--- src/rtl/core/csg_pkg.sv ---
// Shared types, constants and the gamma curve table for the cross sharpen block.
`default_nettype none
package csg_pkg;

  localparam int unsigned DEF_MAX_WIDTH = 2048;
  localparam logic [11:0] FRAME_WIDTH_RST = 12'd640;
  localparam logic [15:0] FRAME_HEIGHT_RST = 16'd480;

  localparam logic CFG_FRAME_WIDTH = 1'b0;
  localparam logic CFG_FRAME_HEIGHT = 1'b1;

  localparam int unsigned OFIFO_DEPTH = 3;
  localparam int unsigned OFIFO_CW = $clog2(OFIFO_DEPTH + 1);
  localparam int unsigned OFIFO_PW = $clog2(OFIFO_DEPTH);

  typedef struct packed {
    logic       req_type;
    logic [7:0] red_in;
    logic [7:0] green_in;
    logic [7:0] blue_in;
  } pix_in_t;

  typedef struct packed {
    logic [7:0]  red_out;
    logic [7:0]  green_out;
    logic [7:0]  blue_out;
    logic [10:0] column_out;
    logic [15:0] row_out;
    logic        frame_end;
  } pix_out_t;

  typedef struct packed {
    logic        emit;
    logic        wr_upper;
    logic        flush;
    logic        last;
    logic        x_zero;
    logic        row_zero;
    logic        fwd;
    logic        frame_end;
    logic [15:0] row;
  } s1_ctl_t;

  typedef logic [7:0] gamma_rom_t [256];

  // entry i is the largest v with 255 * v^5 <= i^6
  function automatic gamma_rom_t build_gamma_rom();
    gamma_rom_t rom;
    logic [63:0] v;
    logic [63:0] n;
    logic [63:0] i6;
    v = 64'd0;
    for (int i = 0; i < 256; i++) begin
      i6 = 64'(i) * 64'(i) * 64'(i) * 64'(i) * 64'(i) * 64'(i);
      n = v + 64'd1;
      while ((v < 64'd255) && ((64'd255 * n * n * n * n * n) <= i6)) begin
        v = n;
        n = v + 64'd1;
      end
      rom[i] = v[7:0];
    end
    return rom;
  endfunction

  localparam gamma_rom_t GAMMA_ROM = build_gamma_rom();

endpackage
`default_nettype wire

--- src/rtl/core/csg_ofifo.sv ---
// Small output queue that holds finished words until the consumer takes them.
`default_nettype none
module csg_ofifo (
  input  wire logic                           clk_i,
  input  wire logic                           rst_ni,
  input  wire logic                           push_i,
  input  wire csg_pkg::pix_out_t              push_data_i,
  output logic                                out_valid_o,
  input  wire logic                           out_ready_i,
  output csg_pkg::pix_out_t                   out_data_o,
  output logic [csg_pkg::OFIFO_CW-1:0]        count_o
);

  import csg_pkg::*;

  pix_out_t            entries_q [OFIFO_DEPTH];
  logic [OFIFO_PW-1:0] wr_ptr_q, wr_ptr_d;
  logic [OFIFO_PW-1:0] rd_ptr_q, rd_ptr_d;
  logic [OFIFO_CW-1:0] cnt_q, cnt_d;
  logic                pop;

  assign out_valid_o = (cnt_q != '0);
  assign out_data_o = entries_q[rd_ptr_q];
  assign count_o = cnt_q;
  assign pop = out_valid_o && out_ready_i;

  always_comb begin
    wr_ptr_d = wr_ptr_q;
    rd_ptr_d = rd_ptr_q;
    cnt_d = cnt_q;
    if (push_i) begin
      wr_ptr_d = (wr_ptr_q == OFIFO_PW'(OFIFO_DEPTH - 1)) ? '0 : wr_ptr_q + 1'b1;
    end
    if (pop) begin
      rd_ptr_d = (rd_ptr_q == OFIFO_PW'(OFIFO_DEPTH - 1)) ? '0 : rd_ptr_q + 1'b1;
    end
    if (push_i && !pop) begin
      cnt_d = cnt_q + 1'b1;
    end else if (!push_i && pop) begin
      cnt_d = cnt_q - 1'b1;
    end
  end

  always_ff @(posedge clk_i or negedge rst_ni) begin
    if (!rst_ni) begin
      wr_ptr_q <= '0;
      rd_ptr_q <= '0;
      cnt_q <= '0;
    end else begin
      wr_ptr_q <= wr_ptr_d;
      rd_ptr_q <= rd_ptr_d;
      cnt_q <= cnt_d;
    end
  end

  always_ff @(posedge clk_i) begin
    if (push_i) begin
      entries_q[wr_ptr_q] <= push_data_i;
    end
  end

endmodule
`default_nettype wire
--- config.mk ---
export PLATFORM = sky130hd
export DESIGN_NAME = csg_ofifo
export DESIGN_NICKNAME = d
export VERILOG_FILES = /design/src/rtl/core/csg_pkg.sv /design/src/rtl/core/csg_ofifo.sv
export SDC_FILE = /design/constraint.sdc
export NUM_CORES = 1
export LEC_CHECK = 0
export BUFFER_PORTS_ARGS = -buffer_cell sky130_fd_sc_hd__buf_2
export CAP_MARGIN = 20
export CORE_AREA = 2 2 109 111
export DETAILED_ROUTE_END_ITERATION = 8
export DIE_AREA = 0 0 111 113
export GPL_TIMING_DRIVEN = 0
export PLACE_DENSITY_LB_ADDON = 0.1
export SYNTH_ARGS = -nofsm -noshare
export SYNTH_HDL_FRONTEND = slang
export SYNTH_SLANG_ARGS = --single-unit
--- constraint.sdc ---
create_clock -name clk_i -period 6.7 [get_ports clk_i]
set_input_delay 2.01 -clock clk_i [delete_from_list [all_inputs] [get_ports clk_i]]
set_output_delay 2.01 -clock clk_i [all_outputs]
set_load 0.02 [all_outputs]
## After elaboration in Yosys (flattened, before gate mapping)

Memories as Yosys holds them, arrays and structs flattened.
Cells that the tools add are included.

- Multiplexer cells: 6
- $add $sub $neg: 4
- Equal/unequal tests: 2
- Reductions and logical operators: 7

Operators with widths:

| cell | number |
|---|---|
| 2-to-1 mux 2 bit | 4 |
| adder 2 x 1 -> 2 bit, second input constant | 3 |
| == test 2 bit, second input constant | 2 |
| nonzero test 2 bit | 2 |
| logical AND 1 bit | 3 |
| zero test 1 bit | 2 |
| 2-to-1 mux 1 bit | 2 |
| subtractor 2 x 1 -> 2 bit, second input constant | 1 |

- Bits in writable memories: 156
- Bits of input ports: 56
- Memories: 1
- Bits in registers: 6
- Output and inout bits: 55

Memory list:

| name | words | width | read ports | clocked after Yosys merged registers in | wr ports | RTL line | RTL |
|---|---|---|---|---|---|---|---|
| entries_q | 3 | 52 | 1 | 0 | 1 | csg_ofifo.sv:16 | `pix_out_t entries_q [OFIFO_DEPTH];` |

## Depth between registers and ports, before layout

Gate-level depths: netlist (run 1).

- Depth in word-level cells: 5
- Gate-level depth with buffers: 5
- Mapped depth without buffers: 5

## Worst setup path after synthesis (run 1)

OpenSTA, ideal clock, no wires.

- Path kind: input port to flip-flop
- Start point: in push_i
- End point: mem entries_q[2][0] (netlist name), enable pin
- Required time: 6.163 ns
- Library setup time: 0.537 ns
- Data arrival time: 5.882 ns
- Buffers on the path: 0
- Stages on the path: 2
- Setup slack: 0.282 ns
- Path through: inv_1 -> nor3b_1

- Cells in the longest elaborated chain, start to end: 2

Ends and longest elaborated chain:

| item | RTL line | RTL |
|---|---|---|
| from (decl) | csg_ofifo.sv:6 | `input wire logic push_i,` |
| 2-to-1 mux 1 bit | csg_ofifo.sv:57 | `if (push_i) begin` |
| 2-to-1 mux 1 bit (not written as such) | csg_ofifo.sv:58 | `entries_q[wr_ptr_q] <= push_data_i;` |
| to (decl) | csg_ofifo.sv:16 |  |

Every way passes these cells.

==> results of run 1 <==
-- final timing paths --
check                      slack [ps]               end  cells past startpoint        start
setup / recovery                 2970    out_data_o[16]                      6  rd_ptr_q[1]
hold / removal                    520        count_o[1]                      1   count_o[1]
setup reg to reg                 4830  entries_q[0][36]                      3  wr_ptr_q[1]
hold reg to reg                   520        count_o[1]                      1   count_o[1]
max in group asynchronous        5130       wr_ptr_q[1]                      1       rst_ni
min in group asynchronous        1410        count_o[1]                      1       rst_ni
-- cells by family (layout without fill, tap and decap cells) --
kind of cell    Yosys count  count (layout)  synth area share, %
flops                   162             162                 79.2
buf+inv                  19             171                 2.85
fa+ha+maj                 1               1                0.205
compound gates           57              57                 4.86
xor+xnor                  3               3                0.430
mux                      52              52                 8.53
simple gates             61              61                 3.94
-- metrics by stage --
step | cell area [sq um] | setup slack (ps)
2_1_floorplan | 6100 | 282
3_3_place_gp | 6830 | -2570
3_5_place_dp | 6990 | 3060
4_1_cts | 7520 | 2910
5_1_grt | 7520 | 2800
6_report | 7520 | 2970
-- state kept, by name (all words and copies together), names as in the netlist --
register   flops
entries_q    156
count_o        2
rd_ptr_q       2
wr_ptr_q       2
-- area by class of cell --
class / instances / area [sq um]
clock buffers: 20 / 437
multi-input cells: 174 / 1110
plain buffers: 18 / 170
flip-flops and latches: 162 / 4830
clock inverters: 10 / 87.6
repair buffers: 122 / 691
fillers: 804 / 3760
well taps: 143 / 179
inverters: 1 / 3.75
-- cells in the final DEF, fill, tap and decap left out --
master / count
nand2b_1: 1
o21ai_1: 48
buf_2: 115
buf_4: 3
dfrtp_1: 6
clkbuf_16: 17
mux2i_1: 52
nor2_1: 1
buf_12: 6
inv_1: 1
nor3_1: 1
clkinv_2: 3
buf_6: 11
edfxtp_1: 156
o21ai_0: 5
nor3b_2: 1
xor2_1: 2
inv_6: 1
nand2_1: 54
ha_1: 1
a21o_1: 3
clkbuf_1: 8
clkinv_1: 1
nor3_2: 1
or2_2: 1
nor2_4: 1
xnor2_1: 1
clkinvlp_4: 4
bufinv_16: 1
o21ai_2: 1
-- layer usage --
layer	track usage [%]	vias to the layer above	wire length [um]
li1	-	1624	-
met1	21.6	1672	4510
met2	32.0	113	5650
met3	6.00	18	777
met4	8.00	0	208
met5	0	-	0
-- where the power goes --
group          switching [uW]  leakage [uW]  internal, uW  total [uW]
registers                48.0       0.00151          1300        1350
clock network             356      0.000246           503         859
logic                     802       0.00107           453        1260
total                    1210       0.00283          2260        3460
==> run_results.csv, run 1 <==
group,metric,value,unit
pwr,p_leak,0.00283,uW
clock_network,cts_setup_buffers,0,
final_layout,nNetsFinal,553,
yosys,synthArstFlopShare,3.70,%
timing,tns,0,ps
yosys,synth_flop_cell,"edfxtp_1",
yosys,syn-cell-area,0.00610,sq mm
yosys,synth-edff-count,156,
timing,slew_violations,0,
global_routing,grt_pass1_vias,3542,
floorplan,fp.dieW,111,um
placed_design,hpwlAfterDp,7460,um
detailed_routing,viasPerCell,5.27,
run,drv_cap,0,
floorplan,coreArea,0.0113,sq mm
critical_path,crit_required,4690,ps
worst_hold_path,hold_class,"reg2reg",
detailed_routing,drc,0,
pwr,power_per_cell_area,461,mW/mm^2
yosys,ys.warnings.count,0,
floorplan,ios,111,
placed_design,placed_cells,620,
pwr,ir_worst_vdd,0.000229,V
timing,setup_violations,0,
critical_path,slowest_delay,320,ps
timing,fin_crit_sh,55.6,%
critical_path,path_max_fanout,10,
clock_network,clockBufferDepth,2,
pwr,finalPower,3460,uW
timing,tightest_slew,917,ps
clock_network,numCtsBuffers,17,
final_layout,fin_cells,650,
yosys,synth_nets,412,
clock_network,cts_tree,"built",
clock_network,ctsRootBufferMaster,"clkbuf_16",
timing,fin_worst_hold_slack,517,ps
yosys,synth_common_cells,"edfxtp_1, nand2_1, mux2i_1",
timing,finalCriticalPeriod,3730,ps
critical_path,critPathLaunchType,"register",
critical_path,critPathBufInv,4,
global_routing,grt_max_degree,29,
yosys,yosysMostFrequentCell,"edfxtp_1",
floorplan,rows,39,
critical_path,cp_cell_sequence,"buf_4, buf_4, buf_2, nand2_1, o21ai_1, buf_2",
global_routing,antenna_found_initial,0,
run_status,outcome,"finished, final reports clean",
final_layout,num_antenna_cells,0,
yosys,syn_avg_cell_area,17.2,sq um
global_routing,grt_pass1_wl,17600,um
yosys,ys_types,22,
yosys,seq_area_frac_synth,79.2,%
global_routing,grt_usage,18.6,%
detailed_routing,ant_nets,0,
final_layout,post-route-util,66.7,%
yosys,synth_top_area_cell,"edfxtp_1",
critical_path,cp.arrival,1720,ps
clock_network,cts.sinks,162,
detailed_routing,dr.pass1.iters,4,
floorplan,die_h,113,um
critical_path,critPathCaptureType,"primary output",
clock_network,cts_hold_buffers,0,
detailed_routing,wl_per_cell,17.1,um
timing,max_freq,268,MHz
final_layout,layout-drive-gt1-share,32.7,%
clock_network,clk_latency,420,ps
floorplan,dieArea,0.0125,sq mm
detailed_routing,totalWireLength,11100,um
final_layout,syn_to_final_growth,23.1,%
critical_path,path_delay_family,"buffers and inverters",
detailed_routing,drtIter0Drc,186,
clock_network,htreeDepth,4,
yosys,synth_top_area_share,76.7,%
timing,skew,10.4,ps
clock_network,ctsResizeCount,0,
timing,relSlewSlack,38.7,%
placed_design,gp_congestion,0.704,
yosys,synth.area.top_cells,"edfxtp_1, mux2i_1, o21ai_1",
placed_design,port_buffers,110,
floorplan,start_util,54.2,%
detailed_routing,num_vias,3427,
timing,hold_viol,0,
critical_path,worstSetupPathType,"reg2out",
clock_network,clkTransAtPathRegs,60,ps
global_routing,overflow,0,
critical_path,cp_slowest_cell,"dfrtp_1",
yosys,synth_seq_cells,162,
timing,rsz0062_at_grt,"no",
yosys,netlist_instances,355,
Note: power is estimated with default switching activity, not from simulation.
==> run 2: changes to the inputs <==
==> constraint.sdc (replaced) <==
create_clock -name clk_i -period 3.8 [get_ports clk_i]
set_input_delay 1.14 -clock clk_i [delete_from_list [all_inputs] [get_ports clk_i]]
set_output_delay 1.14 -clock clk_i [all_outputs]
set_load 0.02 [all_outputs]
==> run 2 against run 1 <==
Net effect: clock skew decreased by 7.1 ps; utilization increased by 0.31 points; sequential cell count unchanged; critical endpoint is now out_data_o[40]; combinational power increased by 75%; non-clock buffer count decreased by 5; sequential share of layout area decreased by 0.30 points; critical path depth unchanged; clock power increased by 83%.
==> run_results.csv, run 2 (synthesis results as in run 1) <==
group,metric,value,unit
critical_path,rrSetupSlack,1870,ps
clock_network,cts.sinks,162,
timing,tightest_slew,881,ps
final_layout,final_cell_mix,"edfxtp_1, buf_2, nand2_1",
floorplan,coreArea,0.0113,sq mm
detailed_routing,totalWireLength,10900,um
placed_design,hpwlAfterDp,7080,um
clock_network,htreeDepth,4,
critical_path,cp-endpoint,"out_data_o[40]",
critical_path,path_max_fanout,10,
final_layout,nNetsFinal,548,
final_layout,largest-register,"entries_q",
clock_network,ctsRootBufferMaster,"clkbuf_16",
final_layout,num_antenna_cells,0,
critical_path,r2r_end,"entries_q[0][28]",
run_status,outcome,"finished, final reports clean",
critical_path,worstSetupPathType,"reg2out",
final_layout,largest_reg_flops,156,
timing,hold_viol,0,
final_layout,n_fill_cell,808,
timing,slew_violations,0,
worst_hold_path,hold_class,"reg2reg",
critical_path,cp-startpoint,"rd_ptr_q[1]",
detailed_routing,drtIter0Drc,146,
detailed_routing,ant_nets,0,
pwr,finalPower,6170,uW
timing,finalWorstSetupSlack,890,ps
placed_design,dp_slack,993,ps
floorplan,rows,39,
critical_path,crit_required,2660,ps
clock_network,ctsResizeCount,0,
timing,max_freq,344,MHz
placed_design,port_buffers,110,
floorplan,start_util,54.2,%
detailed_routing,wl_per_cell,16.8,um
critical_path,critPathLaunchType,"register",
pwr,p_leak,0.00283,uW
critical_path,cp_slowest_cell,"dfrtp_1",
run,drv_cap,0,
critical_path,cp.arrival,1770,ps
global_routing,grt_max_degree,29,
critical_path,cp_cell_sequence,"buf_4, buf_4, buf_2, nand2_1, o21ai_1, buf_2",
global_routing,overflow,0,
timing,finalCriticalPeriod,2910,ps
detailed_routing,viasPerCell,5.10,
pwr,ir_worst_vdd,0.000435,V
clock_network,numCtsBuffers,17,
detailed_routing,dr.pass1.iters,4,
global_routing,antenna_found_initial,0,
timing,fin_crit_sh,76.6,%
clock_network,cts_hold_buffers,0,
detailed_routing,num_vias,3297,
clock_network,cts_tree,"built",
detailed_routing,drc,0,
timing,setup_violations,0,
final_layout,syn_to_final_growth,23.7,%
critical_path,crit_cells,6,
clock_network,clk_latency,400,ps
final_layout,layout-drive-gt1-share,31.8,%
timing,relSlewSlack,41.1,%
final_layout,final_common_cell,"edfxtp_1",
clock_network,cts_setup_buffers,0,
global_routing,grt_pass1_vias,3489,
floorplan,ios,111,
floorplan,die_h,113,um
global_routing,grt_usage,18.4,%
floorplan,fp.dieW,111,um
clock_network,clkTransAtPathRegs,60,ps
pwr,power_per_cell_area,817,mW/mm^2
critical_path,r2r_cells,3,
critical_path,slowest_delay,350,ps
clock_network,clockBufferDepth,2,
timing,rsz0062_at_grt,"no",
final_layout,post-route-util,67.0,%
critical_path,critPathBufInv,4,
floorplan,dieArea,0.0125,sq mm
critical_path,critPathCaptureType,"primary output",
timing,skew,3.36,ps
timing,fin_worst_hold_slack,531,ps
critical_path,path_delay_family,"buffers and inverters",
placed_design,gp_congestion,0.702,
critical_path,r2r_start,"wr_ptr_q[1]",
global_routing,grt_pass1_wl,17100,um
==> run 2: worst reg2reg max path, stage by stage (launching register included) <==
cell     delay [ps]
dfrtp_1         460
nor3_4          770
buf_16          240
buf_16          160
==> run 2: per-stage QoR <==
step                      instance area, sq um  setup TNS [ps]  std cells
after floorplan                           6120               0        355
after global placement                    6850         -168750        608
after detailed placement                  7000               0        615
after CTS                                 7550               0        646
after global routing                      7550               0        646
final                                     7550               0        646
==> run 2: worst min path at each step <==
stage                            from          end  cells after the start
final                      count_o[1]   count_o[1]                      1
after global routing           rst_ni  wr_ptr_q[1]                      1
after CTS                  count_o[1]   count_o[1]                      1
after detailed placement   count_o[1]   count_o[1]                      1
after global placement     count_o[1]   count_o[1]                      1
after floorplan           wr_ptr_q[1]  wr_ptr_q[1]                      1
==> run 2: final cells by class <==
cell class / count / area [sq um] / area share [%]
Multi-Input combinational cell: 174 / 1130 / 14.9
Buffer: 18 / 170 / 2.25
Sequential cell: 162 / 4830 / 64.0
Clock buffer: 20 / 437 / 5.78
Clock inverter: 11 / 115 / 1.52
Inverter: 1 / 3.75 / 0.0497
Timing Repair Buffer: 117 / 686 / 9.08
Tap cell: 143 / 179 / 2.37
==> run 2: power breakdown <==
| part | internal (uW) | switching [uW] | total, uW | leakage (uW) |
|---|---|---|---|---|
| clock network | 955 | 612 | 1570 | 0.000255 |
| logic | 811 | 1400 | 2210 | 0.00106 |
| registers | 2300 | 90.8 | 2390 | 0.00151 |
| total | 4060 | 2110 | 6170 | 0.00283 |
==> run 2: layer usage <==
layer | track usage [%] | routed length [um] | vias to the layer above
li1 | - | - | 1608
met1 | 20.6 | 4380 | 1605
met2 | 33.2 | 5830 | 78
met3 | 6.53 | 592 | 6
met4 | 5.50 | 71 | 0
met5 | 0 | 0 | -
==> run 3: changes to the inputs <==
--- a/config.mk
+++ b/config.mk
@@ -7,9 +7,9 @@
 export LEC_CHECK = 0
 export BUFFER_PORTS_ARGS = -buffer_cell sky130_fd_sc_hd__buf_2
 export CAP_MARGIN = 20
-export CORE_AREA = 2 2 109 111
+export CORE_AREA = 2 2 114 116
 export DETAILED_ROUTE_END_ITERATION = 8
-export DIE_AREA = 0 0 111 113
+export DIE_AREA = 0 0 116 118
 export GPL_TIMING_DRIVEN = 0
 export PLACE_DENSITY_LB_ADDON = 0.1
 export SYNTH_ARGS = -nofsm -noshare
==> constraint.sdc (replaced) <==
create_clock -name clk_i -period 2.4 [get_ports clk_i]
set_input_delay 0.72 -clock clk_i [delete_from_list [all_inputs] [get_ports clk_i]]
set_output_delay 0.72 -clock clk_i [all_outputs]
set_load 0.02 [all_outputs]
==> run 3 against run 2 <==
Net effect: first-iteration DRC count is 49% higher; total power is 69% higher; combinational power is 69% higher; sequential cell count stayed put; clock skew is 0.53 ps higher; utilization is 3.9 points lower; count of clock-buffer cells in the layout is 1 lower; via count is 2.2% higher; cell area is 3.7% higher; setup slack worse by 820 ps; cell count is 4.8% higher; sequential power is 58% higher; highest routed layer is now met5.
==> run_results.csv, run 3 (synthesis results as in run 1) <==
group,metric,value,unit
detailed_routing,num_vias,3370,
clock_network,cts.sinks,162,
global_routing,met1_usage,20.4,%
critical_path,r2r_end,"entries_q[2][28]",
pwr,p_leak,0.00294,uW
global_routing,grt_usage,17.7,%
detailed_routing,wl_per_cell,16.8,um
detailed_routing,viasPerCell,4.98,
detailed_routing,drc,0,
floorplan,rows,41,
floorplan,fp.dieW,116,um
timing,fin_worst_hold_slack,122,ps
final_layout,syn_to_final_growth,28.2,%
floorplan,die_h,118,um
final_layout,final_cell_mix,"edfxtp_1, buf_2, nand2_1",
critical_path,crit_required,1680,ps
placed_design,hpwlAfterDp,7450,um
pwr,power_per_cell_area,1330,mW/mm^2
critical_path,cp.arrival,1610,ps
final_layout,layout-drive-gt1-share,33.7,%
detailed_routing,totalWireLength,11300,um
timing,slew_violations,0,
critical_path,critPathLaunchType,"register",
floorplan,coreArea,0.0124,sq mm
timing,hold_viol,0,
global_routing,gr-max-usage-layer,"met2",
final_layout,num_antenna_cells,0,
run,drv_cap,0,
worst_hold_path,hold_class,"in2async",
critical_path,r2r_cells,5,
placed_design,port_buffers,110,
critical_path,r2r_start,"wr_ptr_q[1]",
timing,max_freq,430,MHz
pwr,ir_worst_vdd,0.000719,V
final_layout,final-seq-area,0.00483,sq mm
run_status,outcome,"finished, final reports clean",
critical_path,cp-startpoint,"rd_ptr_q[0]",
floorplan,dieArea,0.0137,sq mm
final_layout,n_fill_cell,928,
global_routing,grt_use_met3,6.28,%
floorplan,start_util,49.2,%
timing,relSlewSlack,50.5,%
final_layout,largest_reg_flops,156,
clock_network,cts_setup_buffers,0,
timing,fin_crit_sh,97.0,%
final_layout,final_common_cell,"edfxtp_1",
global_routing,antenna_found_initial,2,
global_routing,grt_pass1_vias,3520,
global_routing,grt_max_degree,21,
placed_design,gp_congestion,0.738,
critical_path,rrSetupSlack,430,ps
detailed_routing,ant_nets,0,
final_layout,multiInputGateArea,0.00113,sq mm
timing,tightest_slew,740,ps
timing,setup_violations,0,
clock_network,numCtsBuffers,17,
timing,finalCriticalPeriod,2330,ps
timing,rsz0062_at_grt,"yes",
clock_network,clockBufferDepth,2,
clock_network,ctsRootBufferMaster,"clkbuf_16",
detailed_routing,drtIter0Drc,217,
clock_network,cts_tree,"built",
critical_path,worstSetupPathType,"reg2out",
global_routing,grt_pass1_wl,17600,um
timing,skew,3.89,ps
detailed_routing,dr.pass1.iters,4,
final_layout,nNetsFinal,550,
critical_path,cp-endpoint,"out_data_o[11]",
clock_network,clk_latency,410,ps
global_routing,overflow,0,
clock_network,htreeDepth,4,
global_routing,use_met2,29.2,%
critical_path,critPathCaptureType,"primary output",
final_layout,post-route-util,63.1,%
critical_path,path_max_fanout,10,
final_layout,largest-register,"entries_q",
floorplan,ios,111,
clock_network,clkTransAtPathRegs,60,ps
run 3: cell types whose count changed in the layout (fill, tap and decap cells not counted), moves of 2 or more:
| cell | previous run | this run |
|---|---|---|
| clkbuf_1 | 8 | 2 |
| buf_6 | 1 | 5 |
| buf_8 | 4 | 2 |
| buf_4 | 2 | 6 |
| buf_16 | 2 | 7 |
| buf_2 | 115 | 106 |
| bufinv_16 | 2 | 6 |
| clkbuf_2 | 0 | 5 |
| clkinvlp_4 | 4 | 2 |
run 3: power breakdown:
part	leakage [uW]	switching [uW]	internal (uW)
Combinational	0.00112	2280	1450
Clock	0.000308	984	1930
Sequential	0.00151	145	3630
run 3: stage by stage:
stage / TNS, ps / instance area, sq um / setup WS (ps) / power (uW) / instances
after floorplan: -16320 / 6130 / -210 / 6160 / 355
after global placement: -141840 / 6900 / -1290 / 7290 / 637
after detailed placement: -842 / 7120 / -53.5 / 7510 / 646
after CTS: 0 / 7790 / 1.40 / 10500 / 677
after global routing: -8.40 / 7830 / -8.40 / 10900 / 677
final: 0 / 7830 / 71.8 / 10400 / 677
run 3: worst min path at each step:
stage	from	endpoint	cells after the start
finish	rst_ni	count_o[1]	1
global route	rst_ni	count_o[1]	1
CTS	rst_ni	count_o[1]	1
detailed placement	count_o[1]	count_o[1]	1
global placement	count_o[1]	count_o[1]	1
floorplan	rst_ni	count_o[0]	0
run 3: final cells by class:
class                      count  share of cell area (%)
tap                          172                    2.75
sequential                   162                    61.8
timing repair buffer         119                    10.0
buffer                        18                    2.73
clock buffer                  19                    5.53
multi-input combinational    174                    14.4
clock inverter                12                    2.72
inverter                       1                  0.0479
run 3: critical path, cell delays in order (launching register included):
cell,delay (ps)
dfrtp_1,390
buf_12,160
buf_12,150
mux2i_2,140
o21ai_1,180
buf_4,180
run 3: repair_timing:
item	4_1_cts	5_1_grt
resized for setup	11	11
setup endpoints to repair	50	30
endpoints found under the hold margin	0	0
hold buffers	0	0
run 3: per-layer routing:
metal / part of all wire (%) / vias to the layer above
met3: 6.7 / 27
met4: 2.6 / 4
met2: 51 / 100
met5: 0.21 / -
li1: - / 1618
met1: 40 / 1621
